File: src/hdl/csvt_pkg.sv
// ----------------------------------------------------------------------------
// csvt_pkg
// shared types and constants for the csv byte tokenizer
// ----------------------------------------------------------------------------
package csvt_pkg;

  localparam int unsigned LENGTH_BITS_DEFAULT = 16;
  localparam int unsigned OUT_LEN_BITS        = 16;

  localparam logic [7:0] CHAR_QUOTE = 8'h22;
  localparam logic [7:0] CHAR_COMMA = 8'h2C;
  localparam logic [7:0] CHAR_LF    = 8'h0A;
  localparam logic [7:0] CHAR_CR    = 8'h0D;

  typedef enum logic {
    OP_TEXT = 1'b0,
    OP_END  = 1'b1
  } opcode_e;

  typedef enum logic [1:0] {
    KIND_DATA  = 2'd0,
    KIND_FIELD = 2'd1,
    KIND_ROW   = 2'd2,
    KIND_NOROW = 2'd3
  } token_kind_e;

  // one result item as it leaves the tokenizer core
  typedef struct packed {
    logic                    valid;
    token_kind_e             kind;
    logic [7:0]              field_byte;
    logic [OUT_LEN_BITS-1:0] field_length;
    logic                    stream_done;
  } token_t;

endpackage

File: src/hdl/csvt_core.sv
// ----------------------------------------------------------------------------
// csvt_core
// quote tracking state and per-byte token decision
// ----------------------------------------------------------------------------
module csvt_core import csvt_pkg::*; #(
  parameter int unsigned LENGTH_BITS = LENGTH_BITS_DEFAULT
) (
  input  logic       clk_i,
  input  logic       rst_ni,
  input  logic       fire_i,
  input  opcode_e    opcode_i,
  input  logic [7:0] text_byte_i,
  output token_t     token_o
);

  logic                   inside_quotes_q, inside_quotes_d;
  logic                   quote_pending_q, quote_pending_d;
  logic                   row_started_q, row_started_d;
  logic [LENGTH_BITS-1:0] length_count_q, length_count_d;
  logic [LENGTH_BITS-1:0] count_inc;
  logic [OUT_LEN_BITS-1:0] len_sat;
  logic                   quoted_eff;

  // saturating count and its 16-bit report
  assign count_inc = (&length_count_q) ? length_count_q : length_count_q + 1'b1;

  generate
    if (LENGTH_BITS > OUT_LEN_BITS) begin : g_sat_wide
      assign len_sat = (|length_count_q[LENGTH_BITS-1:OUT_LEN_BITS]) ?
                       {OUT_LEN_BITS{1'b1}} : length_count_q[OUT_LEN_BITS-1:0];
    end else begin : g_sat_narrow
      assign len_sat = OUT_LEN_BITS'(length_count_q);
    end
  endgenerate

  always_comb begin
    inside_quotes_d = inside_quotes_q;
    quote_pending_d = quote_pending_q;
    row_started_d   = row_started_q;
    length_count_d  = length_count_q;
    quoted_eff      = inside_quotes_q;
    token_o         = '0;
    token_o.kind    = KIND_DATA;

    if (opcode_i == OP_END) begin
      token_o.valid        = 1'b1;
      token_o.stream_done  = 1'b1;
      token_o.kind         = row_started_q ? KIND_ROW : KIND_NOROW;
      token_o.field_length = row_started_q ? len_sat : '0;
      inside_quotes_d      = 1'b0;
      quote_pending_d      = 1'b0;
      row_started_d        = 1'b0;
      length_count_d       = '0;
    end else begin
      row_started_d   = 1'b1;
      quote_pending_d = 1'b0;
      if (quote_pending_q && text_byte_i == CHAR_QUOTE) begin
        // doubled quote: literal quote byte, section stays open
        token_o.valid      = 1'b1;
        token_o.field_byte = CHAR_QUOTE;
        length_count_d     = count_inc;
      end else begin
        if (quote_pending_q) begin
          quoted_eff      = 1'b0;
          inside_quotes_d = 1'b0;
        end
        if (quoted_eff) begin
          if (text_byte_i == CHAR_QUOTE) begin
            quote_pending_d = 1'b1;
          end else begin
            token_o.valid      = 1'b1;
            token_o.field_byte = text_byte_i;
            length_count_d     = count_inc;
          end
        end else if (text_byte_i == CHAR_QUOTE) begin
          inside_quotes_d = 1'b1;
        end else if (text_byte_i == CHAR_COMMA) begin
          token_o.valid        = 1'b1;
          token_o.kind         = KIND_FIELD;
          token_o.field_length = len_sat;
          length_count_d       = '0;
        end else if (text_byte_i == CHAR_LF) begin
          token_o.valid        = 1'b1;
          token_o.kind         = KIND_ROW;
          token_o.field_length = len_sat;
          length_count_d       = '0;
          row_started_d        = 1'b0;
        end else if (text_byte_i != CHAR_CR) begin
          token_o.valid      = 1'b1;
          token_o.field_byte = text_byte_i;
          length_count_d     = count_inc;
        end
      end
    end
  end

  always_ff @(posedge clk_i or negedge rst_ni) begin
    if (!rst_ni) begin
      inside_quotes_q <= 1'b0;
      quote_pending_q <= 1'b0;
      row_started_q   <= 1'b0;
      length_count_q  <= '0;
    end else if (fire_i) begin
      inside_quotes_q <= inside_quotes_d;
      quote_pending_q <= quote_pending_d;
      row_started_q   <= row_started_d;
      length_count_q  <= length_count_d;
    end
  end

  a_pending_in_quotes: assert property (@(posedge clk_i) disable iff (!rst_ni)
    quote_pending_q |-> inside_quotes_q)
    else $error("quote pending outside a quoted section");

  a_pending_resolves: assert property (@(posedge clk_i) disable iff (!rst_ni)
    fire_i && quote_pending_q |=> !quote_pending_q)
    else $error("pending quote not resolved by next item");

  a_end_clears: assert property (@(posedge clk_i) disable iff (!rst_ni)
    fire_i && opcode_i == OP_END |=>
      !inside_quotes_q && !quote_pending_q && !row_started_q && length_count_q == '0)
    else $error("state not cleared after end of input");

endmodule

File: src/hdl/csv_byte_tokenizer.sv
// ----------------------------------------------------------------------------
// csv_byte_tokenizer
// streaming csv field tokenizer, when not stalled one byte per cycle
// ----------------------------------------------------------------------------
// usage:
//   input channel: in_valid_i / in_stall_o carry opcode_i and text_byte_i;
//   a transaction is one text byte (opcode 0) or an end-of-input mark
//   (opcode 1). output channel: out_valid_o / out_stall_i carry at most one token
//   per transaction: data byte, field end, row end, or stream end.
//   quote marks, carriage returns outside quotes and the first half of a
//   doubled quote give no token.
// path: an accepted transaction sits in the input register, and its token
//   is registered into the output register when it advances from there.
// throughput: one transaction per cycle while out_stall_i is low, set by the
//   tokenizer core between the input and output registers.
// reset: clears quote, row and length state and empties both registers.
// stall: a stalled token holds in the output register; the input register
//   still moves if its transaction yields no token, otherwise in_stall_o
//   rises and the input side waits.
// ----------------------------------------------------------------------------
module csv_byte_tokenizer import csvt_pkg::*; #(
  parameter int unsigned LENGTH_BITS = LENGTH_BITS_DEFAULT
) (
  input  logic        clk_i,
  input  logic        rst_ni,
  input  logic        in_valid_i,
  output logic        in_stall_o,
  input  logic        opcode_i,
  input  logic [7:0]  text_byte_i,
  output logic        out_valid_o,
  input  logic        out_stall_i,
  output logic [1:0]  token_kind_o,
  output logic [7:0]  field_byte_o,
  output logic [15:0] field_length_o,
  output logic        stream_done_o
);

  // input register
  logic       in_valid_q, in_valid_d;
  opcode_e    opcode_q;
  logic [7:0] text_byte_q;

  // output register
  logic   out_valid_q, out_valid_d;
  token_t token_q;

  token_t token;
  logic   in_accept;
  logic   advance;

  // move the held transaction into the core when it gives no token or its token has a place
  assign advance    = in_valid_q && (!token.valid || !out_valid_q || !out_stall_i);
  assign in_stall_o = in_valid_q && !advance;
  assign in_accept  = in_valid_i && !in_stall_o;

  assign in_valid_d  = in_accept ? 1'b1 : (advance ? 1'b0 : in_valid_q);
  assign out_valid_d = (advance && token.valid) ? 1'b1 : (out_valid_q && out_stall_i);

  always_ff @(posedge clk_i or negedge rst_ni) begin
    if (!rst_ni) begin
      in_valid_q  <= 1'b0;
      out_valid_q <= 1'b0;
    end else begin
      in_valid_q  <= in_valid_d;
      out_valid_q <= out_valid_d;
    end
  end

  // payload registers, no reset
  always_ff @(posedge clk_i) begin
    if (in_accept) begin
      opcode_q    <= opcode_e'(opcode_i);
      text_byte_q <= text_byte_i;
    end
    if (advance && token.valid) begin
      token_q <= token;
    end
  end

  csvt_core #(
    .LENGTH_BITS(LENGTH_BITS)
  ) u_core (
    .clk_i      (clk_i),
    .rst_ni     (rst_ni),
    .fire_i     (advance),
    .opcode_i   (opcode_q),
    .text_byte_i(text_byte_q),
    .token_o    (token)
  );

  assign out_valid_o    = out_valid_q;
  assign token_kind_o   = token_q.kind;
  assign field_byte_o   = token_q.field_byte;
  assign field_length_o = token_q.field_length;
  assign stream_done_o  = token_q.stream_done;

  a_no_overwrite: assert property (@(posedge clk_i) disable iff (!rst_ni)
    out_valid_q && out_stall_i |-> !(advance && token.valid))
    else $error("stalled token overwritten");

  a_done_kind: assert property (@(posedge clk_i) disable iff (!rst_ni)
    out_valid_q && token_q.stream_done |->
      token_q.kind == KIND_ROW || token_q.kind == KIND_NOROW)
    else $error("stream end with wrong token kind");

  a_data_no_length: assert property (@(posedge clk_i) disable iff (!rst_ni)
    out_valid_q && token_q.kind == KIND_DATA |->
      token_q.field_length == '0 && !token_q.stream_done)
    else $error("data token carries length or done");

endmodule

File: config.mk
export PLATFORM = sky130hd
export DESIGN_NAME = csv_byte_tokenizer
export DESIGN_NICKNAME = d
export VERILOG_FILES = /design/src/hdl/csvt_pkg.sv /design/src/hdl/csvt_core.sv /design/src/hdl/csv_byte_tokenizer.sv
export SDC_FILE = /design/constraint.sdc
export NUM_CORES = 1
export LEC_CHECK = 0
export ABC_AREA = 1
export ABC_CLOCK_PERIOD_IN_PS = 6020
export BUFFER_PORTS_ARGS = -buffer_cell sky130_fd_sc_hd__buf_2
export CAP_MARGIN = 40
export CORE_MARGIN = 4
export CORE_UTILIZATION = 35
export DETAILED_ROUTE_END_ITERATION = 8
export PLACE_DENSITY = 0.63
export SYNTH_ARGS = -nofsm -noshare
export SYNTH_HDL_FRONTEND = slang
export SYNTH_SLANG_ARGS = --single-unit
export TNS_END_PERCENT = 1
File: constraint.sdc
create_clock -name clk_i -period 6.02 [get_ports clk_i]
set_input_delay 0.903 -clock clk_i [delete_from_list [all_inputs] [get_ports clk_i]]
set_output_delay 0.903 -clock clk_i [all_outputs]
set_load 0.01 [all_outputs]
==> results.md, run 1 <==
| Quantity | Value | Unit |
|---|---|---|
| CTS tree | yes | - |
| #FFs+latches synth | 57 | - |
| All-layer global routing usage | 12.0 | % |
| Number of maximum-capacitance violations | 0 | - |
| Arrival time worst endpoint | 1.67 | ns |
| Chip width | 100 | µm |
| Lkg Pwr | 1.65 | nW |
| Number of hold violations in the final report | 0 | - |
| Antenna Violating Nets Remaining | 0 | - |
| IR Drop Worst-Case VDD | 89.5 | µV |
| Pin count of the biggest net entering global routing | 35 | - |
| Number of standard cells after synthesis | 318 | - |
| Share of total power in the clock network | 34.4 | % |
| Worst-margin pin slew | 0.480 | ns |
| Final-report setup violation count | 0 | - |
| Final total negative setup slack | 0 | ns |
| Syn nets | 332 | - |
| Global placement routability congestion | 0.886 | - |
| Proportion of power drawn by combinational gates | 14.6 | % |
| Switching part of the total power | 26.8 | % |
| Top flip-flop cell by instance count after synthesis | sky130_fd_sc_hd__edfxtp_1 | - |
| TritonCTS Sinks | 57 | - |
| Boundary Pins | 42 | - |
| Total number of vias | 2143 | - |
| Layout-stage area growth over the synthesis result | 15.4 | % |
| Initial antenna violation count | 0 | - |
| Antenna diode count | 0 | - |
| Post-cts repair resize count | 0 | - |
| Power per cell area | 279 | nW/µm² |
| Reg power frac | 50.9 | % |
| Startpoint kind of the worst setup timing path | register | - |
| Met1 Track Usage GR | 16.0 | % |
| Postcts setup bufs | 0 | - |
| Min-Delay Path Class | register to register | - |
| Synth cell types | 31 | - |
| DR iter-0 viols | 152 | - |
| Internal power | 701 | µW |
| Worst setup path category | register to primary output | - |
| Vias in the first global route | 2045 | - |
| Met3 routing resource usage after global routing | 4.10 | % |
| CTS Buffer Depth | 2 | - |
| Die Span Y | 100 | µm |
| DPL Wire Length | 4000 | µm |
| Area post-placement | 3250 | µm² |
| Clock edge transition at the registers on the reported setup and hold paths | 0.06 | ns |
| Psw | 256 | µW |
| Final design area excluding fillers | 3430 | µm² |
| Post-synthesis sequential area ratio | 54.0 | % |
| Die Outline Area | 10000 | µm² |
| Wire length per cell after detailed routing | 11.6 | µm |
| Total length of routed wires | 5460 | µm |
| Fraction of final layout cells with drive strength greater than 1 | 27.5 | % |
| Clock Latency Late Sink | 0.33 | ns |
| Drc violations | 0 | - |
| Number of hold buffers added after cts | 0 | - |
| Share of the clock period used by the worst path | 42.8 | % |
| Net total in the final layout | 376 | - |
| Kind of capture point of the worst setup path | primary output | - |
| CP Max Fanout | 5 | - |
| Outcome | finished, final reports clean | - |
| Total overflow reported by the global router | 0 | - |
| Setup clock skew after layout | 0.00765 | ns |
| TritonCTS Buffers | 9 | - |
| Number of port buffers | 41 | - |
| Post-Synthesis Mean Instance Area | 9.35 | µm² |
| Final Slew Violations | 0 | - |
| Number of vias per cell | 4.54 | - |
| Warnings, synthesis | 0 | - |
| Final core utilization | 41.5 | % |
| First-pass GRT wire length | 9510 | µm |
| Setup repair after global routing missed its margin | no | - |
| Fraction of registers with async set/reset | 36.8 | % |
| Initial standard-cell utilization of the core | 36.0 | % |
| Max-slew headroom | 68.0 | % |
| Fillers | 827 | - |
| CTS root buf | sky130_fd_sc_hd__clkbuf_8 | - |
| Core Rows | 33 | - |
| Placeable Area | 8260 | µm² |
| Total number of H-tree levels | 3 | - |
| Busiest layer in global routing | met2 | - |
| Drt pass-1 iters | 4 | - |
| M2 GR Usage | 17.7 | % |
| Required arrival time at the worst endpoint | 5.12 | ns |
| Number of synthesized flops with an enable pin | 36 | - |
| Post-synthesis instance area | 2970 | µm² |
| Achievable clock frequency | 388 | MHz |
| Minimum period implied by the final worst setup slack | 2.58 | ns |
path summary, 6_finish.rpt:
kind | startpoint | to | slack (ns) | depth (start not counted)
setup / recovery | text_byte_q[0]$_DFFE_PP_ | in_stall_o | 3.44 | 9
hold / removal | u_core.row_started_q$_DFFE_PN0P_ | u_core.row_started_q$_DFFE_PN0P_ | 0.51 | 2
setup reg to reg | text_byte_q[0]$_DFFE_PP_ | field_byte_o[4]$_SDFFCE_PP0P_ | 3.70 | 8
hold reg to reg | u_core.row_started_q$_DFFE_PN0P_ | u_core.row_started_q$_DFFE_PN0P_ | 0.51 | 2
max in group asynchronous | rst_ni | u_core.len_sat[1]$_DFFE_PN0P_ | 5.16 | 1
min in group asynchronous | rst_ni | u_core.len_sat[15]$_DFFE_PN0P_ | 0.53 | 1
per-layer routing:
metal	wire length, µm	vias to the layer above	share of wire, %
met5	0	-	0
met4	65	0	1.2
met3	290	6	5.3
met2	2500	44	46
met1	2610	969	48
li1	-	1124	-
power groups by stage:
| stage | combinational, mW | clock, mW | sequential [mW] |
|---|---|---|---|
| CTS | 0.143 | 0.338 | 0.488 |
| detailed placement | 0.143 | 0 | 0.495 |
| global route | 0.160 | 0.358 | 0.492 |
| floorplan | 0.0881 | 0 | 0.505 |
| finish | 0.140 | 0.330 | 0.487 |
| global placement | 0.132 | 0 | 0.494 |
placed cells by master, fill, tap and decap left out, types with 2 or more instances in the layout:
cell type                  synthesis  final
sky130_fd_sc_hd__nor2_4            2      2
sky130_fd_sc_hd__nand4_1           3      3
sky130_fd_sc_hd__clkinv_2          0      2
sky130_fd_sc_hd__inv_1            36     36
sky130_fd_sc_hd__nand3_1          35     35
sky130_fd_sc_hd__nand3_4           2      2
sky130_fd_sc_hd__clkbuf_8          1      9
sky130_fd_sc_hd__nor2_1           27     27
sky130_fd_sc_hd__o21ai_0           6      6
sky130_fd_sc_hd__or2_2             3      3
sky130_fd_sc_hd__nor3_1            5      5
sky130_fd_sc_hd__edfxtp_1         36     36
sky130_fd_sc_hd__clkbuf_1          1      3
sky130_fd_sc_hd__o21ai_1           4      4
sky130_fd_sc_hd__o21ai_2          15     15
sky130_fd_sc_hd__xor2_1            7      7
sky130_fd_sc_hd__nand2_2           7      7
sky130_fd_sc_hd__inv_2             8      8
sky130_fd_sc_hd__nand3_2           5      5
sky130_fd_sc_hd__o21bai_1          2      2
sky130_fd_sc_hd__buf_2             1     41
sky130_fd_sc_hd__dfrtp_1          21     21
sky130_fd_sc_hd__nor2_2            3      3
sky130_fd_sc_hd__nand2_1          76     76
state kept, by name, summed over array words and instances (netlist names), 2 cells and up:
register        count
token_kind_o        2
field_length_o     16
text_byte_q         8
u_core.len_sat     16
field_byte_o        8
final cells by class:
class | count | area (µm²) | area share [%]
sequential | 57 | 1610 | 46.8
timing repair buffer | 42 | 233 | 6.79
inverter | 44 | 165 | 4.82
clock inverter | 4 | 43.8 | 1.28
tap | 105 | 131 | 3.83
clock buffer | 12 | 135 | 3.94
multi-input combinational | 208 | 1110 | 32.5
Yosys cell counts (2+ instances only):
library cell,n,area [µm²]
sky130_fd_sc_hd__o21bai_1,2,15.0
sky130_fd_sc_hd__nor2_2,3,18.8
sky130_fd_sc_hd__nand2_2,7,43.8
sky130_fd_sc_hd__dfrtp_1,21,526
sky130_fd_sc_hd__o21ai_2,15,131
sky130_fd_sc_hd__nor2_4,2,22.5
sky130_fd_sc_hd__nor2_1,27,101
sky130_fd_sc_hd__or2_2,3,18.8
sky130_fd_sc_hd__nor3_1,5,25.0
sky130_fd_sc_hd__nand3_2,5,50.1
sky130_fd_sc_hd__nand4_1,3,18.8
sky130_fd_sc_hd__nand3_1,35,175
sky130_fd_sc_hd__edfxtp_1,36,1080
sky130_fd_sc_hd__nand2_1,76,285
sky130_fd_sc_hd__xor2_1,7,61.3
sky130_fd_sc_hd__o21ai_1,4,20.0
sky130_fd_sc_hd__inv_1,36,135
sky130_fd_sc_hd__o21ai_0,6,30.0
sky130_fd_sc_hd__inv_2,8,30.0
sky130_fd_sc_hd__buf_6,5,56.3
sky130_fd_sc_hd__nand3_4,2,35.0
critical path, cell delays in order, from the launching register on:
cell                       delay [ns]
sky130_fd_sc_hd__edfxtp_1        0.40
sky130_fd_sc_hd__inv_1           0.11
sky130_fd_sc_hd__nand2_1         0.08
sky130_fd_sc_hd__nor2_2          0.15
sky130_fd_sc_hd__nand2_2         0.11
sky130_fd_sc_hd__o21ai_2         0.08
sky130_fd_sc_hd__nand3_2         0.10
sky130_fd_sc_hd__nand3_1         0.14
sky130_fd_sc_hd__inv_1           0.05
sky130_fd_sc_hd__buf_2           0.13
stage by stage:
step                setup slack [ns]  hold WS [ns]  total power, mW  cells
floorplan                       3.78         0.451            0.593    318
global placement                3.24         0.466            0.626    455
detailed placement              3.55         0.484            0.637    456
CTS                             3.42         0.504            0.969    472
global route                    3.22         0.521             1.01    472
finish                          3.44         0.513            0.957    472
kinds of logic after synthesis:
family / after synthesis / synth area share (%)
and+or+nand+nor: 172 / 28.2
DFF: 57 / 54.0
buffers and inverters: 53 / 8.46
AOI/OAI and AO/OA: 28 / 6.78
xor gates and xnor gates: 7 / 2.06
adders and majority gates: 1 / 0.421
Power figures use the tool's default switching activity.
==> run 2: changes to the inputs <==
--- a/config.mk
+++ b/config.mk
@@ -5,14 +5,14 @@
 export SDC_FILE = /design/constraint.sdc
 export NUM_CORES = 1
 export LEC_CHECK = 0
-export ABC_AREA = 1
-export ABC_CLOCK_PERIOD_IN_PS = 6020
+export ABC_AREA = 0
+export ABC_CLOCK_PERIOD_IN_PS = 2500
 export BUFFER_PORTS_ARGS = -buffer_cell sky130_fd_sc_hd__buf_2
 export CAP_MARGIN = 40
 export CORE_MARGIN = 4
 export CORE_UTILIZATION = 35
 export DETAILED_ROUTE_END_ITERATION = 8
-export PLACE_DENSITY = 0.63
+export PLACE_DENSITY = 0.64
 export SYNTH_ARGS = -nofsm -noshare
 export SYNTH_HDL_FRONTEND = slang
 export SYNTH_SLANG_ARGS = --single-unit
==> constraint.sdc (replaced) <==
create_clock -name clk_i -period 2.5 [get_ports clk_i]
set_input_delay 0.375 -clock clk_i [delete_from_list [all_inputs] [get_ports clk_i]]
set_output_delay 0.375 -clock clk_i [all_outputs]
set_load 0.01 [all_outputs]
==> results.md, run 2 <==
| Quantity | Value | Unit |
|---|---|---|
| Outcome | finished, final reports clean | - |
| TritonCTS Buffers | 9 | - |
| Synth cell types | 47 | - |
| Syn nets | 234 | - |
| Initial standard-cell utilization of the core | 36.1 | % |
| Crit path to | in_stall_o | - |
| Most frequently used cell type in the post-synthesis netlist | sky130_fd_sc_hd__edfxtp_1 | - |
| Final Slew Violations | 0 | - |
| Arrival time worst endpoint | 2.01 | ns |
| Power per cell area | 761 | nW/µm² |
| Worst path max stage delay | 0.43 | ns |
| Setup clock skew after layout | 0.00668 | ns |
| Initial antenna violation count | 0 | - |
| Drt pass-1 iters | 4 | - |
| CTS Buffer Depth | 2 | - |
| Global placement routability congestion | 0.825 | - |
| Dominant cells by area after synthesis | sky130_fd_sc_hd__edfxtp_1, sky130_fd_sc_hd__dfrtp_1, sky130_fd_sc_hd__nor2b_1 | - |
| Kind of capture point of the worst setup path | primary output | - |
| Cell with the largest stage delay on the worst path | sky130_fd_sc_hd__edfxtp_1 | - |
| Antenna diode count | 0 | - |
| Post-synthesis sequential area ratio | 61.3 | % |
| Compound-gate portion of the synthesized area | 14.6 | % |
| Fraction of registers with async set/reset | 36.8 | % |
| Commonest cells post-synth | sky130_fd_sc_hd__edfxtp_1, sky130_fd_sc_hd__dfrtp_1, sky130_fd_sc_hd__nor2b_1, sky130_fd_sc_hd__o21ai_0, sky130_fd_sc_hd__nor2_1 | - |
| First-pass GRT wire length | 8730 | µm |
| Total number of vias | 1870 | - |
| Lkg Pwr | 1.30 | nW |
| Clock edge transition at the registers on the reported setup and hold paths | 0.06 | ns |
| Worst setup path category | register to primary output | - |
| Critical Path, Cell by Cell | nor4_4 -> nand4_2 -> o22a_2 -> nor2_1 -> nor3b_2 -> buf_2 | - |
| Wire length per cell after detailed routing | 13.7 | µm |
| Net total in the final layout | 289 | - |
| Post-Synthesis Mean Instance Area | 11.9 | µm² |
| Total length of routed wires | 5180 | µm |
| Drc violations | 0 | - |
| Number of stages on the worst setup path | 6 | - |
| Area post-placement | 2940 | µm² |
| Largest area contributor in the netlist | sky130_fd_sc_hd__edfxtp_1 | - |
| Final core utilization | 44.6 | % |
| Fillers | 683 | - |
| Chip width | 94.5 | µm |
| Number of synthesized flops with an enable pin | 36 | - |
| IR Drop Worst-Case VDD | 365 | µV |
| Total overflow reported by the global router | 0 | - |
| Share of the clock period used by the worst path | 95.5 | % |
| Proportion of synthesized area in mux cells | 0 | % |
| Delay-heaviest family, CP | simple AND/OR/NAND/NOR gates | - |
| CP Launch Point | text_byte_q[0]$_DFFE_PP_ | - |
| Number of port buffers | 41 | - |
| Top flip-flop cell by instance count after synthesis | sky130_fd_sc_hd__edfxtp_1 | - |
| Achievable clock frequency | 419 | MHz |
| Worst r2r dst | u_core.len_sat[12]$_DFFE_PN0P_ | - |
| Cell total after placement | 358 | - |
| Pin count of the biggest net entering global routing | 33 | - |
| Antenna Violating Nets Remaining | 0 | - |
| Layout-stage area growth over the synthesis result | 23.5 | % |
| Post-route non-filler standard cell count | 379 | - |
| DR iter-0 viols | 136 | - |
| Worst Hold Path Cells | 1 | - |
| TritonCTS Sinks | 57 | - |
| Number of standard cells after synthesis | 220 | - |
| Dominant combinational cell family by area after synthesis | simple AND/OR/NAND/NOR gates | - |
| Number of maximum-capacitance violations | 0 | - |
| DPL Wire Length | 3520 | µm |
| Total number of H-tree levels | 3 | - |
| Post-synthesis instance area | 2620 | µm² |
| CTS root buf | sky130_fd_sc_hd__clkbuf_8 | - |
| Path depth of the worst reg2reg path | 7 | - |
| Total buffers and inverters traversed by the critical path | 1 | - |
| Startpoint kind of the worst setup timing path | register | - |
| Core Rows | 31 | - |
| Most used cells in the layout excluding fill and tap cells | sky130_fd_sc_hd__buf_2, sky130_fd_sc_hd__edfxtp_1, sky130_fd_sc_hd__dfrtp_1, sky130_fd_sc_hd__nor2b_1, sky130_fd_sc_hd__o21ai_0 | - |
| All-layer global routing usage | 13.0 | % |
| Number of vias per cell | 4.93 | - |
| Final-report setup violation count | 0 | - |
| Vias in the first global route | 1848 | - |
| Minimum period implied by the final worst setup slack | 2.39 | ns |
| Worst setup slack after layout | 0.113 | ns |
| Fraction of final layout cells with drive strength greater than 1 | 27.5 | % |
| Boundary Pins | 42 | - |
| Post-Synth XOR/XNOR Area | 0 | % |
| Max-slew headroom | 57.4 | % |
| Synth top area share | 41.2 | % |
| Adder-cell share of the synthesized area | 0.477 | % |
| Setup WS pre-CTS | 0.215 | ns |
| Final design area excluding fillers | 3240 | µm² |
| Placeable Area | 7250 | µm² |
| R2R Path Start | text_byte_q[0]$_DFFE_PP_ | - |
| Number of hold violations in the final report | 0 | - |
| Synth Area in Simple Gates | 21.4 | % |
| Clock Latency Late Sink | 0.34 | ns |
| Most frequent standard cell in the layout excluding fill and tap cells | sky130_fd_sc_hd__buf_2 | - |
| Die Outline Area | 8940 | µm² |
| Required arrival time at the worst endpoint | 2.12 | ns |
| #FFs+latches synth | 57 | - |
| Worst hold margin | 0.208 | ns |
| CTS tree | yes | - |
| Die Span Y | 94.5 | µm |
| CP Max Fanout | 5 | - |
| Worst reg-to-reg setup slack | 0.33 | ns |
| Min-Delay Path Class | input pin to register | - |
| Warnings, synthesis | 0 | - |
| Worst-margin pin slew | 0.638 | ns |
run 2: changes by cell type after synthesis, moves of 6 or more:
cell,change
sky130_fd_sc_hd__a21oi_1,+10
sky130_fd_sc_hd__a31oi_1,+6
sky130_fd_sc_hd__xor2_1,-7
sky130_fd_sc_hd__nand3_1,-24
sky130_fd_sc_hd__nand2_2,-7
sky130_fd_sc_hd__nor2_1,-14
sky130_fd_sc_hd__inv_2,-7
sky130_fd_sc_hd__o21ai_0,+12
sky130_fd_sc_hd__o21ai_2,-15
sky130_fd_sc_hd__inv_1,-32
sky130_fd_sc_hd__nor2b_1,+18
sky130_fd_sc_hd__nand2_1,-64
run 2: per-stage QoR:
step	setup TNS (ns)	power, mW
after floorplan	0	1.31
after global placement	0	1.41
after detailed placement	0	1.41
after CTS	0	2.50
after global routing	-0.0524	2.59
final	0	2.47
run 2: final cells by class:
cell class / count / area (µm²) / area share, %
Clock inverter: 5 / 101 / 3.13
Timing Repair Buffer: 50 / 275 / 8.50
Clock buffer: 11 / 151 / 4.68
Tap cell: 99 / 124 / 3.83
Sequential cell: 57 / 1610 / 49.6
Inverter: 5 / 18.8 / 0.580
Multi-Input combinational cell: 152 / 961 / 29.7
run 2: worst min-delay path by stage:
stage	slack [ns]	startpoint	endpoint
detailed placement	0.37	rst_ni	u_core.len_sat[12]$_DFFE_PN0P_
global placement	0.37	rst_ni	u_core.len_sat[12]$_DFFE_PN0P_
floorplan	0.08	rst_ni	in_valid_q$_DFFE_PN0P_
finish	0.21	text_byte_i[6]	text_byte_q[6]$_DFFE_PP_
global route	0.18	text_byte_i[6]	text_byte_q[6]$_DFFE_PP_
CTS	0.18	text_byte_i[1]	text_byte_q[1]$_DFFE_PP_
run 2: repair_timing:
item                                    CTS  global route
endpoints found under the setup margin    1             1
hold buffers                              1             0
endpoints found under the hold margin    15             0
gates resized for setup                   0             1
pin swaps                                 1             1
buffers inserted                          1             3
run 2: cells by family (layout without fill, tap and decap cells):
family                     Yosys count  after routing
AOI/OAI and AO/OA                   57             57
adders and majority gates            1              1
buffers and inverters               11             71
DFF                                 57             57
and+or+nand+nor                     94             94
run 2: where the power goes:
group	internal (mW)	switching [mW]
logic	0.0963	0.147
clock network	0.713	0.360
registers	1.09	0.0568
total	1.90	0.563
run 2: per-layer routing:
metal	global-route usage, %	part of all wire [%]
met1	15.5	46
met2	20.4	48
met3	5.58	4.6
met4	5.89	1.8
met5	0	0
==> run 3: changes to the inputs <==
--- a/config.mk
+++ b/config.mk
@@ -15,5 +15,6 @@
 export PLACE_DENSITY = 0.64
 export SYNTH_ARGS = -nofsm -noshare
 export SYNTH_HDL_FRONTEND = slang
+export SYNTH_HIERARCHICAL = 1
 export SYNTH_SLANG_ARGS = --single-unit
 export TNS_END_PERCENT = 1
==> results.md, run 3 <==
| Quantity | Value | Unit |
|---|---|---|
| Worst hold margin | -0.0000658 | ns |
| Layout-stage area growth over the synthesis result | 28.2 | % |
| Worst setup slack after layout | -0.0403 | ns |
| Worst setup path category | register to register | - |
| Busiest layer in global routing | met2 | - |
| Post-synthesis sequential area ratio | 60.0 | % |
| Dominant cells by area after synthesis | sky130_fd_sc_hd__edfxtp_1, sky130_fd_sc_hd__dfrtp_1, sky130_fd_sc_hd__nor2b_1 | - |
| Post-Synth XOR/XNOR Area | 0 | % |
| Total number of H-tree levels | 3 | - |
| First-pass GRT wire length | 9470 | µm |
| Number of hold violations in the final report | 1 | - |
| Global placement routability congestion | 0.874 | - |
| Adder-cell share of the synthesized area | 0.468 | % |
| Lkg Pwr | 1.40 | nW |
| Startpoint kind of the worst setup timing path | register | - |
| TritonCTS Sinks | 57 | - |
| Compound-gate portion of the synthesized area | 13.7 | % |
| Fillers | 661 | - |
| Critical Path, Cell by Cell | or4b_4 -> nor4b_4 -> nor2_2 -> a31oi_2 -> inv_2 -> nor2_4 -> nor4b_4 -> buf_4 -> and2_4 -> mux2_4 | - |
| Post-synthesis instance area | 2680 | µm² |
| Number of synthesized flops with an enable pin | 36 | - |
| Synth Area in Simple Gates | 21.8 | % |
| Largest area contributor in the netlist | sky130_fd_sc_hd__edfxtp_1 | - |
| CTS tree | yes | - |
| Total length of routed wires | 5660 | µm |
| All-layer global routing usage | 13.7 | % |
| Power per cell area | 700 | nW/µm² |
| Achievable clock frequency | 394 | MHz |
| Minimum period implied by the final worst setup slack | 2.54 | ns |
| Met1 Track Usage GR | 18.1 | % |
| TritonCTS Buffers | 9 | - |
| Vias in the first global route | 1951 | - |
| CTS Buffer Depth | 2 | - |
| Most frequently used cell type in the post-synthesis netlist | sky130_fd_sc_hd__edfxtp_1 | - |
| Setup clock skew after layout | 0.00831 | ns |
| Most frequent standard cell in the layout excluding fill and tap cells | sky130_fd_sc_hd__buf_2 | - |
| #FFs+latches synth | 57 | - |
| Top flip-flop cell by instance count after synthesis | sky130_fd_sc_hd__edfxtp_1 | - |
| Placeable Area | 7330 | µm² |
| Worst path max stage delay | 0.58 | ns |
| Setup repair after global routing missed its margin | yes | - |
| Antenna diode count | 0 | - |
| Max-slew headroom | 48.1 | % |
| Wire length per cell after detailed routing | 14.5 | µm |
| Worst-margin pin slew | 0.764 | ns |
| Final Slew Violations | 0 | - |
| Cell with the largest stage delay on the worst path | sky130_fd_sc_hd__or4b_4 | - |
| Required arrival time at the worst endpoint | 2.77 | ns |
| Total overflow reported by the global router | 0 | - |
| CP most frequent cell | sky130_fd_sc_hd__nor4b_4 | - |
| M2 GR Usage | 21.0 | % |
| Number of standard cells after synthesis | 218 | - |
| DPL Wire Length | 3970 | µm |
| Synth top area share | 40.4 | % |
| Kind of capture point of the worst setup path | register | - |
| Met3 routing resource usage after global routing | 3.79 | % |
| Total number of vias | 1975 | - |
| Net total in the final layout | 300 | - |
| Die Span Y | 95.4 | µm |
| Post-Synthesis Mean Instance Area | 12.3 | µm² |
| Antenna Violating Nets Remaining | 0 | - |
| Total power of the final layout | 2.40 | mW |
| Clock edge transition at the registers on the reported setup and hold paths | 0.07 | ns |
| Share of the clock period used by the worst path | 102 | % |
| Arrival time worst endpoint | 2.81 | ns |
| Boundary Pins | 42 | - |
| Drc violations | 0 | - |
| Min-Delay Path Class | input pin to asynchronous set/reset pin | - |
| Commonest cells post-synth | sky130_fd_sc_hd__edfxtp_1, sky130_fd_sc_hd__dfrtp_1, sky130_fd_sc_hd__nor2b_1, sky130_fd_sc_hd__a21oi_1, sky130_fd_sc_hd__nor2_1 | - |
| Fraction of registers with async set/reset | 36.8 | % |
| Drt pass-1 iters | 4 | - |
| CTS root buf | sky130_fd_sc_hd__clkbuf_8 | - |
| Fraction of final layout cells with drive strength greater than 1 | 35.4 | % |
| Clock Latency Late Sink | 0.33 | ns |
| Die Outline Area | 9110 | µm² |
| Chip width | 95.4 | µm |
| Warnings, synthesis | 6 | - |
| Failing checks | negative hold slack, negative setup slack | - |
| Proportion of synthesized area in mux cells | 1.68 | % |
| CP Max Fanout | 5 | - |
| IR Drop Worst-Case VDD | 274 | µV |
| Pin count of the biggest net entering global routing | 28 | - |
| Most used cells in the layout excluding fill and tap cells | sky130_fd_sc_hd__buf_2, sky130_fd_sc_hd__edfxtp_1, sky130_fd_sc_hd__buf_4, sky130_fd_sc_hd__dfrtp_1, sky130_fd_sc_hd__nor2b_1 | - |
| Number of maximum-capacitance violations | 0 | - |
| Initial antenna violation count | 0 | - |
| Synth cell types | 57 | - |
| Syn nets | 232 | - |
| Dominant combinational cell family by area after synthesis | simple AND/OR/NAND/NOR gates | - |
| DR iter-0 viols | 105 | - |
| Final-report setup violation count | 9 | - |
| Setup WS pre-CTS | -0.0672 | ns |
| Number of port buffers | 41 | - |
| Number of vias per cell | 5.06 | - |
| Initial standard-cell utilization of the core | 36.5 | % |
| Outcome | complete, but fails checks | - |
| Final total negative setup slack | -0.212 | ns |
| Core Rows | 31 | - |
[run 3: area by class of cell]
class | instances | area [µm²] | share of cell area [%]
multi-input combinational | 148 | 1080 | 31.5
clock inverter | 3 | 65.1 | 1.90
inverter | 5 | 18.8 | 0.547
clock buffer | 13 | 149 | 4.34
tap | 99 | 124 | 3.61
sequential | 57 | 1610 | 46.8
timing repair buffer | 65 | 387 | 11.3
[run 3: report_power, final]
| part | internal [mW] | switching, mW | leakage, nW |
|---|---|---|---|
| combinational | 0.135 | 0.167 | 0.658 |
| sequential | 1.09 | 0.0676 | 0.637 |
| clock | 0.588 | 0.354 | 0.108 |
| total | 1.81 | 0.589 | 1.40 |
[run 3: worst max-delay path: cells and delay by family (launching register included)]
family                 cells  cell delay, ns
DFF                        1            0.43
and+or+nand+nor            6            1.43
muxes                      1            0.13
buffers and inverters      2            0.29
AOI/OAI and AO/OA          1            0.20
[run 3: layer usage]
metal | share of wire, % | up-vias
met5 | 0 | -
met2 | 47 | 56
met4 | 2.1 | 0
met3 | 4.9 | 9
li1 | - | 973
met1 | 46 | 937
[run 3: path summary, 6_finish.rpt]
check | startpoint | end | slack [ns] | cells past startpoint
min | rst_ni | u_core/row_started_q$_DFFE_PN0P_ | -0.00007 | 1
min in group clk_i | text_byte_i[2] | text_byte_q[2]$_DFFE_PP_ | 0.22 | 1
max reg2reg | text_byte_q[7]$_DFFE_PP_ | u_core/len_sat[0]$_DFFE_PN0P_ | -0.04 | 10
max in group asynchronous | rst_ni | u_core/quote_pending_q$_DFFE_PN0P_ | 2.16 | 1
min reg2reg | u_core/len_sat[5]$_DFFE_PN0P_ | u_core/len_sat[5]$_DFFE_PN0P_ | 0.52 | 1
max | text_byte_q[7]$_DFFE_PP_ | u_core/len_sat[0]$_DFFE_PN0P_ | -0.04 | 10
[run 3: metrics by stage]
stage                     hold WS (ns)  utilization [%]  cell area (µm²)  std cells
after floorplan                 0.0794                -             2680        218
after global placement           0.368             42.4             3110        369
after detailed placement         0.366             42.4             3110        369
after CTS                      0.00991             45.9             3370        388
after global routing            0.0307             46.8             3430        390
final                       -0.0000658             46.8             3430        390
[run 3: what timing repair did]
| item | 4_1_cts | 5_1_grt |
|---|---|---|
| hold buffers | 0 | 0 |
| endpoints found under the setup margin | 13 | 17 |
| pin swaps | 1 | 6 |
| buffers inserted | 2 | 2 |
| gates cloned | 1 | 0 |
| resized for setup | 7 | 11 |
[run 3: cell families (layout without fill, tap and decap cells)]
group	after synthesis	in the layout
buf+inv	13	86
simple gates	92	92
compound gates	51	51
flops	57	57
mux	4	4
fa+ha+maj	1	1
